[src/hw/rtl/sle_pkg.sv]
// sle_pkg: shared types, codes and field widths for the sorted list engine.
// No dependencies; imported by sle_ram users and the top level.
`timescale 1ns / 1ps
`default_nettype none

package sle_pkg;

  localparam int CAPACITY_DEF = 16;

  // field widths
  localparam int VAL_W     = 32;
  localparam int CMD_W     = 3;
  localparam int STATUS_W  = 2;
  localparam int CNT_W     = 5;
  localparam int OUT_RAW_W = CNT_W + CNT_W + VAL_W;
  localparam int OUT_W     = ((OUT_RAW_W + 7) / 8) * 8;
  localparam int OUT_PAD_W = OUT_W - OUT_RAW_W;

  // command codes
  localparam logic [CMD_W-1:0] CMD_INSERT = 3'd0;
  localparam logic [CMD_W-1:0] CMD_COUNT  = 3'd1;
  localparam logic [CMD_W-1:0] CMD_DELETE = 3'd2;
  localparam logic [CMD_W-1:0] CMD_CLEAR  = 3'd3;
  localparam logic [CMD_W-1:0] CMD_READ   = 3'd4;

  // status codes
  localparam logic [STATUS_W-1:0] STS_OK       = 2'd0;
  localparam logic [STATUS_W-1:0] STS_NOTFOUND = 2'd1;
  localparam logic [STATUS_W-1:0] STS_FULL     = 2'd2;
  localparam logic [STATUS_W-1:0] STS_EMPTY    = 2'd3;

  typedef enum logic [2:0] {
    ST_IDLE,
    ST_SCAN,
    ST_SHIFT_UP,
    ST_PLACE,
    ST_RESP,
    ST_READ
  } state_t;

endpackage

`default_nettype wire

[src/hw/rtl/sorted_list_engine.sv]
// sorted_list_engine: bounded sorted list of signed values held in one entry RAM.
// Depends on sle_pkg and sle_ram.
//
//  channel | direction | handshake             | payload
//  --------+-----------+-----------------------+----------------------------------------
//  in_     | slave     | in_tvalid / in_tready | tuser: cmd; tdata: value
//  out_    | master    | out_tvalid/out_tready | tuser: status; tdata: match, occ, entry
//  cfg_    | slave     | cfg_valid / cfg_ready | cfg_data: ascending
//
// Steps (n = entries held): clear, full insert and unused codes go straight to
// the response. Count and delete scan all n entries. Insert: scan up to the insert
// point k, backward shift of n - k entries, place. Read out: one word per entry,
// one word a cycle while the output is not stalled, each from a registered RAM read.
// The single read port of the entry RAM sets these steps.
// Reset clears the count and control only; the RAM needs no clearing.
// A stalled output holds its word and the sequencer waits for it.
`timescale 1ns / 1ps
`default_nettype none

module sorted_list_engine #(
  parameter int CAPACITY = sle_pkg::CAPACITY_DEF
) (
  input  logic                          clk,
  input  logic                          rst_n,
  input  logic                          in_tvalid,
  output logic                          in_tready,
  input  logic [sle_pkg::VAL_W-1:0]     in_tdata,   // [31:0] value
  input  logic [sle_pkg::CMD_W-1:0]     in_tuser,   // [2:0] cmd
  output logic                          out_tvalid,
  input  logic                          out_tready,
  output logic [sle_pkg::OUT_W-1:0]     out_tdata,  // [4:0] match_count, [9:5] occupancy,
                                                    // [41:10] entry_value, rest zero
  output logic [sle_pkg::STATUS_W-1:0]  out_tuser,  // [1:0] status
  output logic                          out_tlast,
  input  logic                          cfg_valid,
  output logic                          cfg_ready,
  input  logic                          cfg_data    // ascending
);

  import sle_pkg::*;

  localparam int AW = (CAPACITY > 1) ? $clog2(CAPACITY) : 1;
  localparam int CW = $clog2(CAPACITY + 1);
  localparam logic [CW-1:0] CAP_C = CW'(CAPACITY);
  localparam logic [CW-1:0] ONE_C = CW'(1);

  function automatic logic [CNT_W-1:0] fit_cnt(input logic [CW-1:0] x);
    logic [CW+CNT_W-1:0] t;
    t = {{CNT_W{1'b0}}, x};
    return t[CNT_W-1:0];
  endfunction

  state_t state_r, state_nxt;

  logic                 asc_r;
  logic [CW-1:0]        held_r, held_nxt;
  logic [CW-1:0]        idx_r, idx_nxt;
  logic [CW-1:0]        pos_r, pos_nxt;
  logic [CW-1:0]        cnt_r, cnt_nxt;
  logic                 found_r, found_nxt;
  logic [CMD_W-1:0]     cmd_r, cmd_nxt;
  logic [VAL_W-1:0]     val_r, val_nxt;
  logic [STATUS_W-1:0]  rsp_status_r, rsp_status_nxt;
  logic [CW-1:0]        rsp_match_r, rsp_match_nxt;

  logic                 out_valid_r, out_valid_nxt;
  logic [STATUS_W-1:0]  out_status_r, out_status_nxt;
  logic [CNT_W-1:0]     out_match_r, out_match_nxt;
  logic [CNT_W-1:0]     out_occ_r, out_occ_nxt;
  logic [VAL_W-1:0]     out_entry_r, out_entry_nxt;
  logic                 out_last_r, out_last_nxt;

  logic                 mem_we, mem_re;
  logic [AW-1:0]        mem_waddr, mem_raddr;
  logic [VAL_W-1:0]     mem_wdata, mem_rdata;

  logic                 in_fire, out_free, is_end, eq, rank_after, found_c;
  logic [CW-1:0]        idx_inc, idx_dec, held_dec, cnt_c;

  sle_ram #(
    .WIDTH (VAL_W),
    .DEPTH (CAPACITY),
    .ADDR_W(AW)
  ) u_entries (
    .clk  (clk),
    .we   (mem_we),
    .waddr(mem_waddr),
    .wdata(mem_wdata),
    .re   (mem_re),
    .raddr(mem_raddr),
    .rdata(mem_rdata)
  );

  assign in_tready  = (state_r == ST_IDLE);
  assign in_fire    = in_tvalid && in_tready;
  assign cfg_ready  = 1'b1;
  assign out_tvalid = out_valid_r;
  assign out_tuser  = out_status_r;
  assign out_tlast  = out_last_r;
  assign out_tdata  = {{OUT_PAD_W{1'b0}}, out_entry_r, out_occ_r, out_match_r};

  assign out_free   = !out_valid_r || out_tready;
  assign idx_inc    = idx_r + ONE_C;
  assign idx_dec    = idx_r - ONE_C;
  assign held_dec   = held_r - ONE_C;
  assign is_end     = (idx_inc == held_r);
  assign eq         = (mem_rdata == val_r);
  assign rank_after = asc_r ? ($signed(mem_rdata) > $signed(val_r))
                            : ($signed(mem_rdata) < $signed(val_r));
  assign found_c    = found_r || eq;
  assign cnt_c      = cnt_r + {{(CW-1){1'b0}}, eq};

  always_ff @(posedge clk) begin
    if (!rst_n) begin
      state_r     <= ST_IDLE;
      held_r      <= '0;
      asc_r       <= 1'b1;
      out_valid_r <= 1'b0;
    end else begin
      state_r     <= state_nxt;
      held_r      <= held_nxt;
      out_valid_r <= out_valid_nxt;
      if (cfg_valid && cfg_ready) begin
        asc_r <= cfg_data;
      end
    end
  end

  always_ff @(posedge clk) begin
    idx_r        <= idx_nxt;
    pos_r        <= pos_nxt;
    cnt_r        <= cnt_nxt;
    found_r      <= found_nxt;
    cmd_r        <= cmd_nxt;
    val_r        <= val_nxt;
    rsp_status_r <= rsp_status_nxt;
    rsp_match_r  <= rsp_match_nxt;
    out_status_r <= out_status_nxt;
    out_match_r  <= out_match_nxt;
    out_occ_r    <= out_occ_nxt;
    out_entry_r  <= out_entry_nxt;
    out_last_r   <= out_last_nxt;
  end

  always_comb begin
    state_nxt      = state_r;
    held_nxt       = held_r;
    idx_nxt        = idx_r;
    pos_nxt        = pos_r;
    cnt_nxt        = cnt_r;
    found_nxt      = found_r;
    cmd_nxt        = cmd_r;
    val_nxt        = val_r;
    rsp_status_nxt = rsp_status_r;
    rsp_match_nxt  = rsp_match_r;
    out_valid_nxt  = out_valid_r && !out_tready;
    out_status_nxt = out_status_r;
    out_match_nxt  = out_match_r;
    out_occ_nxt    = out_occ_r;
    out_entry_nxt  = out_entry_r;
    out_last_nxt   = out_last_r;
    mem_we         = 1'b0;
    mem_waddr      = '0;
    mem_wdata      = val_r;
    mem_re         = 1'b0;
    mem_raddr      = '0;

    case (state_r)
      ST_IDLE: begin
        if (in_fire) begin
          cmd_nxt        = in_tuser;
          val_nxt        = in_tdata;
          idx_nxt        = '0;
          pos_nxt        = '0;
          cnt_nxt        = '0;
          found_nxt      = 1'b0;
          rsp_match_nxt  = '0;
          rsp_status_nxt = STS_OK;
          case (in_tuser)
            CMD_INSERT: begin
              if (held_r == CAP_C) begin
                rsp_status_nxt = STS_FULL;
                state_nxt      = ST_RESP;
              end else if (held_r == '0) begin
                state_nxt = ST_PLACE;
              end else begin
                mem_re    = 1'b1;
                state_nxt = ST_SCAN;
              end
            end
            CMD_COUNT, CMD_DELETE: begin
              if (held_r == '0) begin
                rsp_status_nxt = STS_NOTFOUND;
                state_nxt      = ST_RESP;
              end else begin
                mem_re    = 1'b1;
                state_nxt = ST_SCAN;
              end
            end
            CMD_CLEAR: begin
              held_nxt  = '0;
              state_nxt = ST_RESP;
            end
            CMD_READ: begin
              if (held_r == '0) begin
                rsp_status_nxt = STS_EMPTY;
                state_nxt      = ST_RESP;
              end else begin
                mem_re    = 1'b1;
                state_nxt = ST_READ;
              end
            end
            default: begin
              state_nxt = ST_RESP;
            end
          endcase
        end
      end

      ST_SCAN: begin
        case (cmd_r)
          CMD_INSERT: begin
            if (rank_after) begin
              // insert point found: shift the tail up from the back
              pos_nxt   = idx_r;
              idx_nxt   = held_dec;
              mem_re    = 1'b1;
              mem_raddr = held_dec[AW-1:0];
              state_nxt = ST_SHIFT_UP;
            end else if (is_end) begin
              pos_nxt   = held_r;
              state_nxt = ST_PLACE;
            end else begin
              idx_nxt   = idx_inc;
              mem_re    = 1'b1;
              mem_raddr = idx_inc[AW-1:0];
            end
          end
          CMD_COUNT: begin
            cnt_nxt = cnt_c;
            if (is_end) begin
              rsp_match_nxt  = cnt_c;
              rsp_status_nxt = (cnt_c != '0) ? STS_OK : STS_NOTFOUND;
              state_nxt      = ST_RESP;
            end else begin
              idx_nxt   = idx_inc;
              mem_re    = 1'b1;
              mem_raddr = idx_inc[AW-1:0];
            end
          end
          default: begin
            // delete: once the match is behind, pull each entry down one slot
            if (found_r) begin
              mem_we    = 1'b1;
              mem_waddr = idx_dec[AW-1:0];
              mem_wdata = mem_rdata;
            end
            found_nxt = found_c;
            if (is_end) begin
              if (found_c) begin
                held_nxt       = held_dec;
                rsp_status_nxt = STS_OK;
              end else begin
                rsp_status_nxt = STS_NOTFOUND;
              end
              state_nxt = ST_RESP;
            end else begin
              idx_nxt   = idx_inc;
              mem_re    = 1'b1;
              mem_raddr = idx_inc[AW-1:0];
            end
          end
        endcase
      end

      ST_SHIFT_UP: begin
        mem_we    = 1'b1;
        mem_waddr = idx_inc[AW-1:0];
        mem_wdata = mem_rdata;
        if (idx_r == pos_r) begin
          state_nxt = ST_PLACE;
        end else begin
          idx_nxt   = idx_dec;
          mem_re    = 1'b1;
          mem_raddr = idx_dec[AW-1:0];
        end
      end

      ST_PLACE: begin
        mem_we         = 1'b1;
        mem_waddr      = pos_r[AW-1:0];
        mem_wdata      = val_r;
        held_nxt       = held_r + ONE_C;
        rsp_status_nxt = STS_OK;
        state_nxt      = ST_RESP;
      end

      ST_RESP: begin
        if (out_free) begin
          out_valid_nxt  = 1'b1;
          out_status_nxt = rsp_status_r;
          out_match_nxt  = fit_cnt(rsp_match_r);
          out_occ_nxt    = fit_cnt(held_r);
          out_entry_nxt  = '0;
          out_last_nxt   = 1'b1;
          state_nxt      = ST_IDLE;
        end
      end

      ST_READ: begin
        if (out_free) begin
          out_valid_nxt  = 1'b1;
          out_status_nxt = STS_OK;
          out_match_nxt  = '0;
          out_occ_nxt    = fit_cnt(held_r);
          out_entry_nxt  = mem_rdata;
          out_last_nxt   = is_end;
          if (is_end) begin
            state_nxt = ST_IDLE;
          end else begin
            idx_nxt   = idx_inc;
            mem_re    = 1'b1;
            mem_raddr = idx_inc[AW-1:0];
          end
        end
      end

      default: begin
        state_nxt = ST_IDLE;
      end
    endcase
  end

  // checks
  held_in_range: assert property (@(posedge clk) disable iff (!rst_n)
    held_r <= CAP_C)
    else $error("held count above capacity");

  no_write_idle: assert property (@(posedge clk) disable iff (!rst_n)
    (state_r == ST_IDLE) |-> !mem_we)
    else $error("entry RAM written while idle");

  clear_empties: assert property (@(posedge clk) disable iff (!rst_n)
    (in_fire && in_tuser == CMD_CLEAR) |=> (held_r == '0))
    else $error("clear left entries");

  full_insert_keeps: assert property (@(posedge clk) disable iff (!rst_n)
    (in_fire && in_tuser == CMD_INSERT && held_r == CAP_C) |=> (held_r == CAP_C))
    else $error("insert into full list changed count");

endmodule

`default_nettype wire

[src/hw/rtl/sle_ram.sv]
// sle_ram: generic simple dual-port RAM, one write and one registered read port.
// No dependencies.
`timescale 1ns / 1ps
`default_nettype none

module sle_ram #(
  parameter int WIDTH  = 32,
  parameter int DEPTH  = 16,
  parameter int ADDR_W = (DEPTH > 1) ? $clog2(DEPTH) : 1
) (
  input  logic              clk,
  input  logic              we,
  input  logic [ADDR_W-1:0] waddr,
  input  logic [WIDTH-1:0]  wdata,
  input  logic              re,
  input  logic [ADDR_W-1:0] raddr,
  output logic [WIDTH-1:0]  rdata
);

  logic [WIDTH-1:0] mem [DEPTH];

  always_ff @(posedge clk) begin
    if (we) begin
      mem[waddr] <= wdata;
    end
    // hold read data when no read is issued
    if (re) begin
      rdata <= mem[raddr];
    end
  end

endmodule

`default_nettype wire

[config.mk]
export PLATFORM = sky130hd
export DESIGN_NAME = sorted_list_engine
export DESIGN_NICKNAME = d
export VERILOG_FILES = /design/src/hw/rtl/sle_pkg.sv /design/src/hw/rtl/sorted_list_engine.sv /design/src/hw/rtl/sle_ram.sv
export SDC_FILE = /design/constraint.sdc
export NUM_CORES = 1
export LEC_CHECK = 0
export BUFFER_PORTS_ARGS = -buffer_cell sky130_fd_sc_hd__buf_4
export CAP_MARGIN = 30
export CORE_MARGIN = 2
export CORE_UTILIZATION = 47
export CTS_BUF_LIST = sky130_fd_sc_hd__clkbuf_8
export CTS_CLUSTER_DIAMETER = 50
export DETAILED_ROUTE_END_ITERATION = 10
export GPL_TIMING_DRIVEN = 0
export PLACE_DENSITY = 0.72
export SETUP_SLACK_MARGIN = 0.1
export SYNTH_ARGS = -nofsm -noshare
export SYNTH_HDL_FRONTEND = slang
export SYNTH_SLANG_ARGS = --single-unit
[constraint.sdc]
create_clock -name clk -period 5.16 [get_ports clk]
set_clock_uncertainty 0.05 [all_clocks]
set_input_delay 0.258 -clock clk [delete_from_list [all_inputs] [get_ports clk]]
set_output_delay 0.258 -clock clk [all_outputs]
set_load 0.01 [all_outputs]
Word level (Yosys, flattened, before mapping)
Memories as Yosys holds them, arrays and structs flattened. A register that Yosys moved wholly into a read port is not among the register bits.
Cells that the tools add are included.
{"block": "word_totals", "mem_bits_rw": 512, "ff_bits": 113, "output_inout_bits": 54, "elab_cells": 178, "inputBits": 41, "memories": 1}
{"name": "u_entries.mem", "words": 16, "word_bits": 32, "read_ports": 1, "rd_ports_with_merged_regs": 1, "wr": 1, "line_no": "sle_ram.sv:20", "rtl": "logic [WIDTH-1:0] mem [DEPTH];"}
{"block": "op_classes", "n_reduce_logical": 31, "muxes": 93, "n_eq_ne": 29, "magnitude_cmp": 2, "addsub": 5}
{"operator": "two-way mux 32 bit", "count": 4}
{"operator": "case mux 32 bit (2 select lines)", "count": 2}
{"operator": "two-way mux 5 bit", "count": 19}
{"operator": "case mux 5 bit (2 select lines)", "count": 4}
{"operator": "two-way mux 3 bit", "count": 11}
{"operator": "equality test 32 bit", "count": 1}
{"operator": "> comparator 32 bit", "count": 1}
{"operator": "less-than comparator 32 bit", "count": 1}
{"operator": "two-way mux 4 bit", "count": 7}
{"operator": "case mux 4 bit (3 select lines)", "count": 2}
{"operator": "two-way mux 1 bit", "count": 23}
{"operator": "inequality test 2 bit, second input constant", "count": 11}
{"operator": "case mux 5 bit (4 select lines)", "count": 1}
{"operator": "case mux 3 bit (6 select lines)", "count": 1}
{"operator": "two-way mux 2 bit", "count": 8}
{"operator": "AND reduction 4 bit", "count": 4}
{"operator": "case mux 5 bit (3 select lines)", "count": 1}
{"operator": "equality test 3 x 2 -> 1 bit, second input constant", "count": 4}
{"operator": "case mux 2 bit (3 select lines)", "count": 2}
{"operator": "adder 5 x 1 -> 5 bit, second input constant", "count": 2}
{"operator": "equality test 5 bit", "count": 2}
{"operator": "subtractor 5 x 1 -> 5 bit, second input constant", "count": 2}
{"operator": "equality test 3 x 1 -> 1 bit, second input constant", "count": 3}
{"operator": "equality test 3 bit, second input constant", "count": 3}
{"operator": "23 further kinds", "count": 41}

Depth between registers and ports, before layout
Gate-level depths: netlist of run 1.
{"block": "depth", "word_depth": 7, "mapped_depth": 19, "mapped_depth_nobuf": 13}

By module
From an unflattened synthesis of run 1, not the netlist that was laid out.
{"block": "hier_totals", "hier_cells": 1430, "area_unflattened_um2": 26673.1}
{"mod": "sle_ram", "area_each_um2": 20155.6, "n_inst": 1, "cells_each": 838, "seq_area_each_um2": 16335.7}
{"mod": "sorted_list_engine", "area_each_um2": 6517.5, "n_inst": 1, "cells_each": 592, "seq_area_each_um2": 3293.2}

Least setup slack after synthesis of run 1
Ideal clock, no wire load.
{"block": "synth_path", "kind": "reg2reg", "start": "register idx_r[1]", "end": "memory u_entries.mem[8][0] (enable)", "setup_ns": 0.461, "path_stages_with_launch": 8, "period_less_slack_ns": 4.789, "arrival_ns": 4.278, "path_buffers": 2, "slack_ns": 0.371, "t_required_ns": 4.649, "cell_sequence": "edfxtp_1 ha_1 xnor2_1 clkbuf_1 clkbuf_1 o221a_2 nand2_1 nor3_1"}
{"block": "synth_via", "elab_chain_len": 4, "word_cells_on_any_way": 5, "cone_classes": "add/sub: 2; mux: 3"}
{"item": "start, declared", "line_no": "sorted_list_engine.sv:57", "rtl": "logic [CW-1:0] idx_r, idx_nxt;"}
{"item": "start signal, assigned", "line_no": "sorted_list_engine.sv:130", "rtl": "idx_r <= idx_nxt;"}
{"item": "subtractor 5 x 1 -> 5 bit", "line_no": "sorted_list_engine.sv:104", "rtl": "assign idx_dec = idx_r - ONE_C;"}
{"item": "two-way mux 4 bit", "line_no": "sorted_list_engine.sv:253", "rtl": "if (found_r) begin"}
{"item": "two-way mux 4 bit", "line_no": "sorted_list_engine.sv:221", "rtl": "case (cmd_r)"}
{"item": "case mux 4 bit (3 select lines) *", "line_no": "sorted_list_engine.sv:168", "rtl": "case (state_r)"}
{"item": "end, declared", "line_no": "sle_ram.sv:20"}
Mark *: on every way between the ends. The rest lies on a longest branch, timed or not.

Worst setup path in the final report of run 1
{"block": "layout_path", "start": "register u_entries.rdata[27] (read register of u_entries.mem)", "end": "register u_entries.rdata[8] (read register of u_entries.mem) (data pin)"}
{"block": "layout_via", "elab_chain_len": 5, "word_cells_on_any_way": 9, "cone_classes": "order compare: 2; mux: 7"}
{"item": "start, declared", "line_no": "sle_ram.sv:17", "rtl": "output logic [WIDTH-1:0] rdata"}
{"item": "less-than comparator 32 bit or > comparator 32 bit (tied branches)", "line_no": "sorted_list_engine.sv:109, sorted_list_engine.sv:108"}
{"item": "two-way mux 1 bit *", "line_no": "sorted_list_engine.sv:108", "rtl": "assign rank_after = asc_r ? ($signed(mem_rdata) > $signed(val_r))"}
{"item": "two-way mux 1 bit or two-way mux 4 bit (tied branches)", "line_no": "sorted_list_engine.sv:223", "rtl": "if (rank_after) begin"}
{"item": "two-way mux 1 bit or two-way mux 4 bit (tied branches)"}
{"item": "case mux 1 bit (4 select lines) or case mux 4 bit (3 select lines) (tied branches)", "line_no": "sorted_list_engine.sv:168"}
Marked as above.
A chain may end at the register's enable or synchronous reset.

==> flow_metrics.tcl, run 1 <==
set metrics [dict create \
    status "completed" \
    drtIter0Drc 2085 \
    antenna_found_initial 1 \
    nFillCells 4722 \
    startpoint "u_entries.rdata[27]$_DFFE_PP_" \
    synth_mux_area_frac 0.0366 \
    synthTopCellsByCount "edfxtp_1 (647), o211ai_1 (258), nand2_1 (174)" \
    switchingPower_mw 6.49 \
    syn_avg_cell_area_um2 14.0 \
    ys.flop_type "edfxtp_1" \
    path_clk_slew_ps 60 \
    synth_async_sr_flop_share 0 \
    die_w_um 250 \
    worst_pin_slew_ps 1050 \
    tritoncts "done" \
    cts.sinks 657 \
    die_h_um 250 \
    regArea_um2 19600 \
    globalRouteOverflowTotal 0 \
    vdd_drop_max_mv 0.338 \
    insertion_delay_ps 710 \
    place_ws_ps -636 \
    synth_xor_area_frac 0.00925 \
    finalCriticalPeriod_ps 4980 \
    finalCritPeriodShare 0.965 \
    hold_violations 0 \
    wire_per_inst_um 24.4 \
    synth_cell_type_count 64 \
    placed_cells 2935 \
    die_area_um2 62500 \
    first_pass_iters 8 \
    whs_path_depth 2 \
    setup_viol 0 \
    cap_violations 0 \
    layout_setup_ws_ps 181 \
    internal_power_mw 11.1 \
    worst_ep_arrival_time_ps 5430 \
    synthSimpleGateAreaFrac 0.0733 \
    sequentialPowerShare 0.418 \
    yosysTopAreaCell "edfxtp_1" \
    timing.rr.start "u_entries.rdata[27]$_DFFE_PP_" \
    switching_share 0.369 \
    h-tree-depth 3 \
    netlist_instances 2035 \
    synth-compound-area-share 0.127 \
    portBuffers 86 \
    p_per_area_nw_per_um2 530 \
    combPwrFrac 0.347 \
    grt_max_degree 30 \
    finalNetCount 2386 \
    crit_type "flop to flop" \
    drc 0 \
    synthesis.area_um2 28400 \
    route.detailed.vias_per_inst 5.98 \
    grt_first_pass_wirelength_mm 115 \
    cp_max_fo 10 \
    power_frac_clock 0.236 \
    synth_top_family_by_area "compound AO/OA/AOI/OAI gates" \
    io_pins 95 \
    cts-root-buf "clkbuf_8" \
    cts_made_buffers 105 \
    min_path_type "primary input to flop" \
    synth_area_leaders "edfxtp_1 (68%), o211ai_1 (6.8%), mux2i_1 (2.4%)" \
    final_cells 3169 \
    grt_pass1_vias 19000 \
    clk_path_buf_depth 3 \
    hpwl_mm 52.1 \
    yosys_warnings 0 \
    slew_headroom 0.295 \
    max_freq_mhz 201 \
    wl_mm 77.3 \
    rsz0062_at_grt "no" \
    routed-via-count 19000 \
    r2r_cells 15 \
    start_kind "flop" \
    slew_violations 0 \
    yosysTopAreaCellShare 0.684 \
    synth_edf_count 647 \
    gp_congestion 0.899 \
    multi_input_area_um2 7710 \
    grt_use_total 0.245 \
    worst_setup_path_end_kind "flop" \
    yosys_register_bits 657 \
    core_um2 60000 \
    seq_area_frac_synth 0.691 \
    hp-start "in_tdata[12]" \
    leakage_nw 12.0 \
    synthAdderAreaFrac 0.0175 \
    syn2layout_area_growth_pct 16.8 \
    yosysMostFrequentCell "edfxtp_1" \
    ant_nets 0 \
    critical_path_required_ps 5610 \
    drive_gt1_frac 0.181 \
    row_count 90 \
    start_util 0.474 \
]
## cells in the final DEF, fill, tap and decap left out, types with 9 or more instances in the layout
cell type / instances
inv_1: 197
o21ai_0: 22
nor2b_1: 9
dfxtp_1: 10
nor4_2: 31
mux2_2: 32
edfxtp_1: 647
and3_1: 40
nand4_1: 11
nor2_1: 25
nand2b_1: 11
o211ai_1: 258
nor2_4: 15
clkbuf_1: 67
nand2_1: 174
clkinv_2: 15
buf_4: 104
a21oi_1: 96
a32o_1: 63
nand3_1: 18
buf_2: 28
clkbuf_8: 106
buf_12: 12
xnor2_1: 18
and2_1: 13
ha_1: 39
mux2i_1: 68
xor2_1: 11
nor3_1: 12
dlygate4sd3_1: 41
clkinv_1: 25
clkbuf_2: 38
## power by group through the flow
stage                     registers, mW  clock network, mW  logic [mW]
final                              7.35               4.15        6.10
after global routing               7.40               4.41        6.51
after floorplan                    7.44                  0        3.52
after detailed placement           7.45                  0        5.88
after CTS                          7.35               4.20        6.00
after global placement             7.49                  0        5.57
## per-layer routing
layer  track usage  up-vias  wire, um
met1         0.321     9369     30900
li1              -     8361         -
met2         0.394     1034     36200
met5             0        -         0
met4         0.104        0      2980
met3        0.0536      192      7200
## critical path: stages, from the launching register on
cell	delay [ps]
edfxtp_1	400
ha_1	350
nand2_1	60
o21ai_0	600
a211oi_1	180
nor3_1	620
or4_1	190
buf_2	160
a211o_1	170
nand3_1	260
o221a_2	390
buf_2	200
nand2b_1	290
clkbuf_1	450
a21oi_1	130
nor4_2	250
## path summary, 6_finish.rpt
path | endpoint | slack (ps)
setup / recovery | u_entries.rdata[8]$_DFFE_PP_ | 180
hold / removal | val_r[12]$_DFFE_PP_ | 210
setup reg to reg | u_entries.rdata[8]$_DFFE_PP_ | 180
hold reg to reg | out_occ_r[4]$_DFFE_PP_ | 390
## sequential cells by signal, summed over array words and instances (netlist names)
register / flops
u_entries.mem: 512
out_entry_r: 32
u_entries.rdata: 32
val_r: 32
cnt_r: 5
held_r: 5
idx_r: 5
out_match_r: 5
out_occ_r: 5
pos_r: 5
rsp_match_r: 5
cmd_r: 3
state_r: 3
out_tuser: 2
rsp_status_r: 2
asc_r: 1
found_r: 1
out_tlast: 1
out_tvalid: 1
## through the flow
step                      area (um^2)  hold slack [ps]  power, mW  setup TNS (ps)  utilization
after global routing            33200              205       18.3               0        0.553
after global placement          30100              371       13.1         -617450        0.501
after CTS                       33100              174       17.5               0        0.552
after detailed placement        30700              378       13.3          -14500        0.511
after floorplan                 28400              307       11.0               0            -
final                           33200              210       17.6               0        0.553
## cell type report
| class | count | area share |
|---|---|---|
| Timing Repair Buffer | 159 | 0.0479 |
| Buffer | 155 | 0.0221 |
| Tap cell | 782 | 0.0295 |
| Clock inverter | 81 | 0.0139 |
| Antenna cell | 1 | 0.0000754 |
| Inverter | 169 | 0.0191 |
| Sequential cell | 657 | 0.591 |
| Multi-Input combinational cell | 1059 | 0.232 |
| Clock buffer | 106 | 0.0439 |
## logic make-up after synthesis
family / Yosys count
compound gates: 492
flops: 657
simple gates: 390
xor+xnor: 30
buf+inv: 324
fa+ha+maj: 40
mux: 100
other cells: 2
## timing repair
action                     CTS  global route
resized for setup           37            34
setup buffers                3             2
pin swaps                    2             2
hold buffers                41             0
hold endpoints to repair    46             0
setup endpoints to repair   32            32
Power figures use the tool's default switching activity.
==> inputs of run 2 (changes only) <==
Settings changed: RECOVER_POWER set to 100.
==> flow_metrics.tcl, run 2 (same netlist as run 1, synthesis figures left out) <==
set metrics [dict create \
    regArea_um2 19600 \
    grt_max_degree 30 \
    cp_max_fo 10 \
    syn2layout_area_growth_pct 15.4 \
    fin_util 0.546 \
    combPwrFrac 0.338 \
    slew_headroom -0.0872 \
    p_total_mw 17.4 \
    clk_path_buf_depth 3 \
    post_dp_cell_area_um2 30700 \
    antenna_found_initial 1 \
    switchingPower_mw 6.47 \
    tritoncts "done" \
    cpMostUsedCell "buf_2" \
    drc 0 \
    worst_ep_arrival_time_ps 5430 \
    place_ws_ps -636 \
    wire_per_inst_um 24.4 \
    layout_setup_ws_ps 143 \
    cts.sinks 657 \
    die_w_um 250 \
    status "complete, but fails checks" \
    route.detailed.vias_per_inst 6.01 \
    cts_made_buffers 105 \
    gp_congestion 0.899 \
    wl_mm 77.5 \
    internal_power_mw 10.9 \
    portBuffers 86 \
    max_freq_mhz 199 \
    sequentialPowerShare 0.423 \
    p_per_area_nw_per_um2 530 \
    r2r_cells 15 \
    final_cell_area_um2 32800 \
    holdWs_ps 224 \
    final_common_cell "edfxtp_1" \
    cts-root-buf "clkbuf_8" \
    core_um2 60000 \
    globalRouteOverflowTotal 0 \
    worst_pin_slew_ps 1630 \
    power_frac_clock 0.239 \
    path_cells "ha_1, nand2_1, o21ai_0, a211oi_1, nor3_1, or4_1, buf_2, a211o_1, nand3_1, o221a_2, buf_2, nor3_2, clkbuf_2, a32o_1, nor4_2" \
    startpoint "u_entries.rdata[27]$_DFFE_PP_" \
    row_count 90 \
    largest_register_ffs 512 \
    worst_setup_path_end_kind "flop" \
    drive_gt1_frac 0.140 \
    critical_path_required_ps 5570 \
    violations "max-capacitance violations, max-slew violations" \
    min_path_type "primary input to flop" \
    final_cells 3168 \
    finalNetCount 2386 \
    die_h_um 250 \
    fin_tns_setup_ps 0 \
    antenna_cells 0 \
    hold_violations 0 \
    insertion_delay_ps 710 \
    r2r_slack_ps 140 \
    grt_first_pass_wirelength_mm 115 \
    cpPeakStageDelay_ps 620 \
    final_cell_mix "edfxtp_1 (647), o211ai_1 (258), inv_1 (198)" \
    vdd_drop_max_mv 0.339 \
    drtIter0Drc 2112 \
    io_pins 95 \
    finalCriticalPeriod_ps 5020 \
    crit_type "flop to flop" \
    timing.rr.start "u_entries.rdata[27]$_DFFE_PP_" \
    path_clk_slew_ps 70 \
    grt_pass1_vias 19000 \
    h-tree-depth 3 \
    regToRegEndpoint "u_entries.rdata[30]$_DFFE_PP_" \
    top_register "u_entries.mem" \
    switching_share 0.372 \
    first_pass_iters 6 \
    multi_input_area_um2 7600 \
    ant_nets 0 \
    start_util 0.474 \
    grt_use_total 0.245 \
    nFillCells 4804 \
    slew_violations 27 \
    routed-via-count 19000 \
    finalCritPeriodShare 0.972 \
    leakage_nw 11.7 \
    start_kind "flop" \
    cap_violations 3 \
    die_area_um2 62500 \
    setup_viol 0 \
    hpwl_mm 52.1 \
    cp-endpoint "u_entries.rdata[30]$_DFFE_PP_" \
    placed_cells 2935 \
    slowest_stage "nor3_1" \
]
==> run 2: cell count changes in the layout (fill, tap and decap cells not counted), sizes merged <==
cell    before  now
diode        1    0
buf        164   66
clkbuf     215  313
==> run 2: repair_timing <==
item,4_1_cts,5_1_grt
hold buffers,41,0
setup buffers,3,2
setup endpoints to repair,32,32
gates resized for setup,37,34
hold endpoints to repair,46,0
pin swaps,2,2
==> run 2: layout make-up <==
| class | instances | share of cell area |
|---|---|---|
| clock buffers | 106 | 0.0445 |
| clock inverters | 81 | 0.0141 |
| inverters | 169 | 0.0193 |
| flip-flops and latches | 657 | 0.599 |
| repair buffers | 159 | 0.0394 |
| multi-input cells | 1059 | 0.232 |
| plain buffers | 155 | 0.0224 |
| well taps | 782 | 0.0298 |
==> run 2: worst max-delay path: cells and delay by family, from the launching register on <==
kind | cells | cell delay, ps
buffers and inverters | 3 | 780
flip-flops | 1 | 400
adder cells (fa/ha/maj) | 1 | 340
AO/OA/AOI/OAI | 5 | 1610
AND/OR/NAND/NOR | 6 | 1560
==> run 2: how the worst min path moves through the flow <==
stage                           startpoint                      to  slack (ps)  depth (start not counted)
floorplan                      in_tuser[0]      cmd_r[0]$_DFFE_PP_         310                          0
global placement    held_r[3]$_SDFFE_PN0P_  out_occ_r[3]$_DFFE_PP_         370                          0
detailed placement  held_r[3]$_SDFFE_PN0P_  out_occ_r[3]$_DFFE_PP_         380                          0
CTS                           in_tdata[13]     val_r[13]$_DFFE_PP_         170                          2
global route                  in_tdata[19]     val_r[19]$_DFFE_PP_         230                          2
finish                        in_tdata[12]     val_r[12]$_DFFE_PP_         220                          2
==> run 2: routing by layer <==
layer  vias up  routed length (um)  track usage
met3       184                7570       0.0536
met4         0                2910        0.104
met2      1073               36300        0.394
li1       8369                   -            -
met5         -                   0            0
met1      9416               30700        0.321
==> run 2: power by group through the flow <==
stage / sequential [mW] / clock (mW) / combinational, mW
after floorplan: 7.44 / 0 / 3.52
after global placement: 7.49 / 0 / 5.57
after detailed placement: 7.45 / 0 / 5.88
after CTS: 7.35 / 4.20 / 6.00
after global routing: 7.42 / 4.41 / 6.28
final: 7.37 / 4.15 / 5.88
==> inputs of run 3 (changes only) <==
Settings changed: BUFFER_PORTS_ARGS -buffer_cell sky130_fd_sc_hd__buf_4 to -buffer_cell sky130_fd_sc_hd__buf_2.
Clock period 5.16 ns to 4.55 ns, I/O delays scaled along.
==> flow_metrics.tcl, run 3 (same netlist as run 1, synthesis figures left out) <==
set metrics [dict create \
    status "complete, but fails checks" \
    violations "max-capacitance violations, max-slew violations, negative setup slack" \
    slew_headroom -0.0644 \
    power_frac_clock 0.230 \
    rsz0062_at_grt "yes" \
    grt_use_total 0.252 \
    grt_busiest_layer "met2" \
    insertion_delay_ps 720 \
    gp_congestion 0.888 \
    vdd_drop_max_mv 0.401 \
    internal_power_mw 13.4 \
    cts.sinks 657 \
    die_w_um 250 \
    cpPeakStageDelay_ps 530 \
    clk_path_buf_depth 3 \
    largest_register_ffs 512 \
    antenna_found_initial 0 \
    cp_num_cells 16 \
    met2_usage 0.415 \
    cts_made_buffers 103 \
    max_freq_mhz 217 \
    portBuffers 86 \
    met3_usage 0.0508 \
    min_path_type "primary input to flop" \
    startpoint "val_r[13]$_DFFE_PP_" \
    final_cell_mix "edfxtp_1 (647), o211ai_1 (258), inv_1 (203)" \
    grt_pass1_vias 19400 \
    switchingPower_mw 7.79 \
    grt_first_pass_wirelength_mm 119 \
    critical_path_required_ps 4950 \
    setup_viol 6 \
    finalNetCount 2428 \
    path_cells "inv_2, ha_4, a21oi_2, nor2_1, a211o_2, o41a_1, or4_4, buf_6, and3_1, nor3_4, o21a_4, clkbuf_16, buf_2, o211ai_1, a21oi_1, nor4_2" \
    start_util 0.474 \
    h-tree-depth 3 \
    path_clk_slew_ps 60 \
    critPathTopFamily "compound AO/OA/AOI/OAI gates" \
    cts-root-buf "clkbuf_8" \
    cap_violations 2 \
    top_register "u_entries.mem" \
    wl_mm 80.9 \
    core_um2 60000 \
    die_area_um2 62500 \
    cp_max_fo 10 \
    sequentialPowerShare 0.396 \
    route.detailed.vias_per_inst 6.07 \
    worst_setup_path_end_kind "flop" \
    io_pins 95 \
    syn2layout_area_growth_pct 20.2 \
    worst_pin_slew_ps 1600 \
    hold_violations 0 \
    switching_share 0.369 \
    routed-via-count 19500 \
    wire_per_inst_um 25.2 \
    slowest_stage "or4_4" \
    r2r_cells 16 \
    leakage_nw 12.5 \
    r2r_slack_ps -60 \
    slew_violations 46 \
    row_count 90 \
    regToRegEndpoint "u_entries.rdata[31]$_DFFE_PP_" \
    grt_max_degree 31 \
    worst_ep_arrival_time_ps 5010 \
    crit_type "flop to flop" \
    hpwl_mm 52.4 \
    finalCritPeriodShare 1.01 \
    start_kind "flop" \
    drc 0 \
    layout_setup_ws_ps -63.7 \
    die_h_um 250 \
    timing.rr.start "val_r[13]$_DFFE_PP_" \
    drive_gt1_frac 0.203 \
    fin_util 0.569 \
    cp_num_buf_inv 4 \
    place_ws_ps -1040 \
    p_per_area_nw_per_um2 619 \
    first_pass_iters 6 \
    ant_nets 0 \
    final_common_cell "edfxtp_1" \
    hp-start "in_tdata[0]" \
    finalCriticalPeriod_ps 4610 \
    drtIter0Drc 2341 \
    tritoncts "done" \
    globalRouteOverflowTotal 0 \
    use_met1 0.333 \
    cp-endpoint "u_entries.rdata[31]$_DFFE_PP_" \
    combPwrFrac 0.374 \
    nFillCells 4611 \
]
run 3: layout make-up:
class,count,area [um^2],share of cell area
tap,782,978,0.0286
inverter,169,634,0.0186
buffer,154,1220,0.0356
clock inverter,83,536,0.0157
clock buffer,105,1450,0.0423
antenna,1,2.50,0.0000733
sequential,657,19600,0.575
multi-input combinational,1059,8090,0.237
timing repair buffer,204,1630,0.0477
run 3: through the flow:
stage	setup TNS (ps)	std cells	power, mW	hold WS (ps)	area [um^2]
final	-216	3214	21.1	176	34200
after global routing	-3930	3213	22.0	157	34200
after floorplan	0	2040	12.4	276	28400
after detailed placement	-39380	2933	15.1	356	30500
after global placement	-895790	2908	14.7	355	29900
after CTS	-951	3193	20.6	140	33900
run 3: worst register-to-register path, stage by stage (launching register included):
cell and delay [ps]:
edfxtp_1 410, inv_2 100, ha_4 210, a21oi_2 110, nor2_1 60, a211o_2 380, o41a_1 510, or4_4 530
buf_6 150, and3_1 170, nor3_4 320, o21a_4 300, clkbuf_16 190, buf_2 250, o211ai_1 130, a21oi_1 430
nor4_2 90
run 3: how the worst min path moves through the flow:
stage	endpoint	cells after the start	slack, ps
after floorplan	cmd_r[0]$_DFFE_PP_	0	280
after global placement	val_r[1]$_DFFE_PP_	1	360
final	val_r[0]$_DFFE_PP_	2	180
after global routing	val_r[0]$_DFFE_PP_	2	160
after CTS	val_r[11]$_DFFE_PP_	2	140
after detailed placement	val_r[13]$_DFFE_PP_	1	360
run 3: timing repair:
item | in CTS | in global routing
gates cloned | 0 | 4
gates resized for setup | 210 | 176
endpoints found under the hold margin | 46 | 0
hold buffers | 41 | 0
buffers inserted | 31 | 16
setup endpoints to repair | 205 | 207
pin swaps | 27 | 47
run 3: power by group through the flow:
stage	clock network [mW]	logic, mW	registers (mW)
after floorplan	0	4.00	8.43
after global placement	0	6.22	8.48
after detailed placement	0	6.61	8.45
after CTS	4.91	7.32	8.34
after global routing	5.18	8.38	8.42
final	4.87	7.91	8.37
run 3: metal layers:
metal / vias to the layer above / share of wire
met5: - / 0.00016
met4: 2 / 0.037
met3: 215 / 0.090
met2: 1108 / 0.48
met1: 9709 / 0.39
li1: 8463 / -
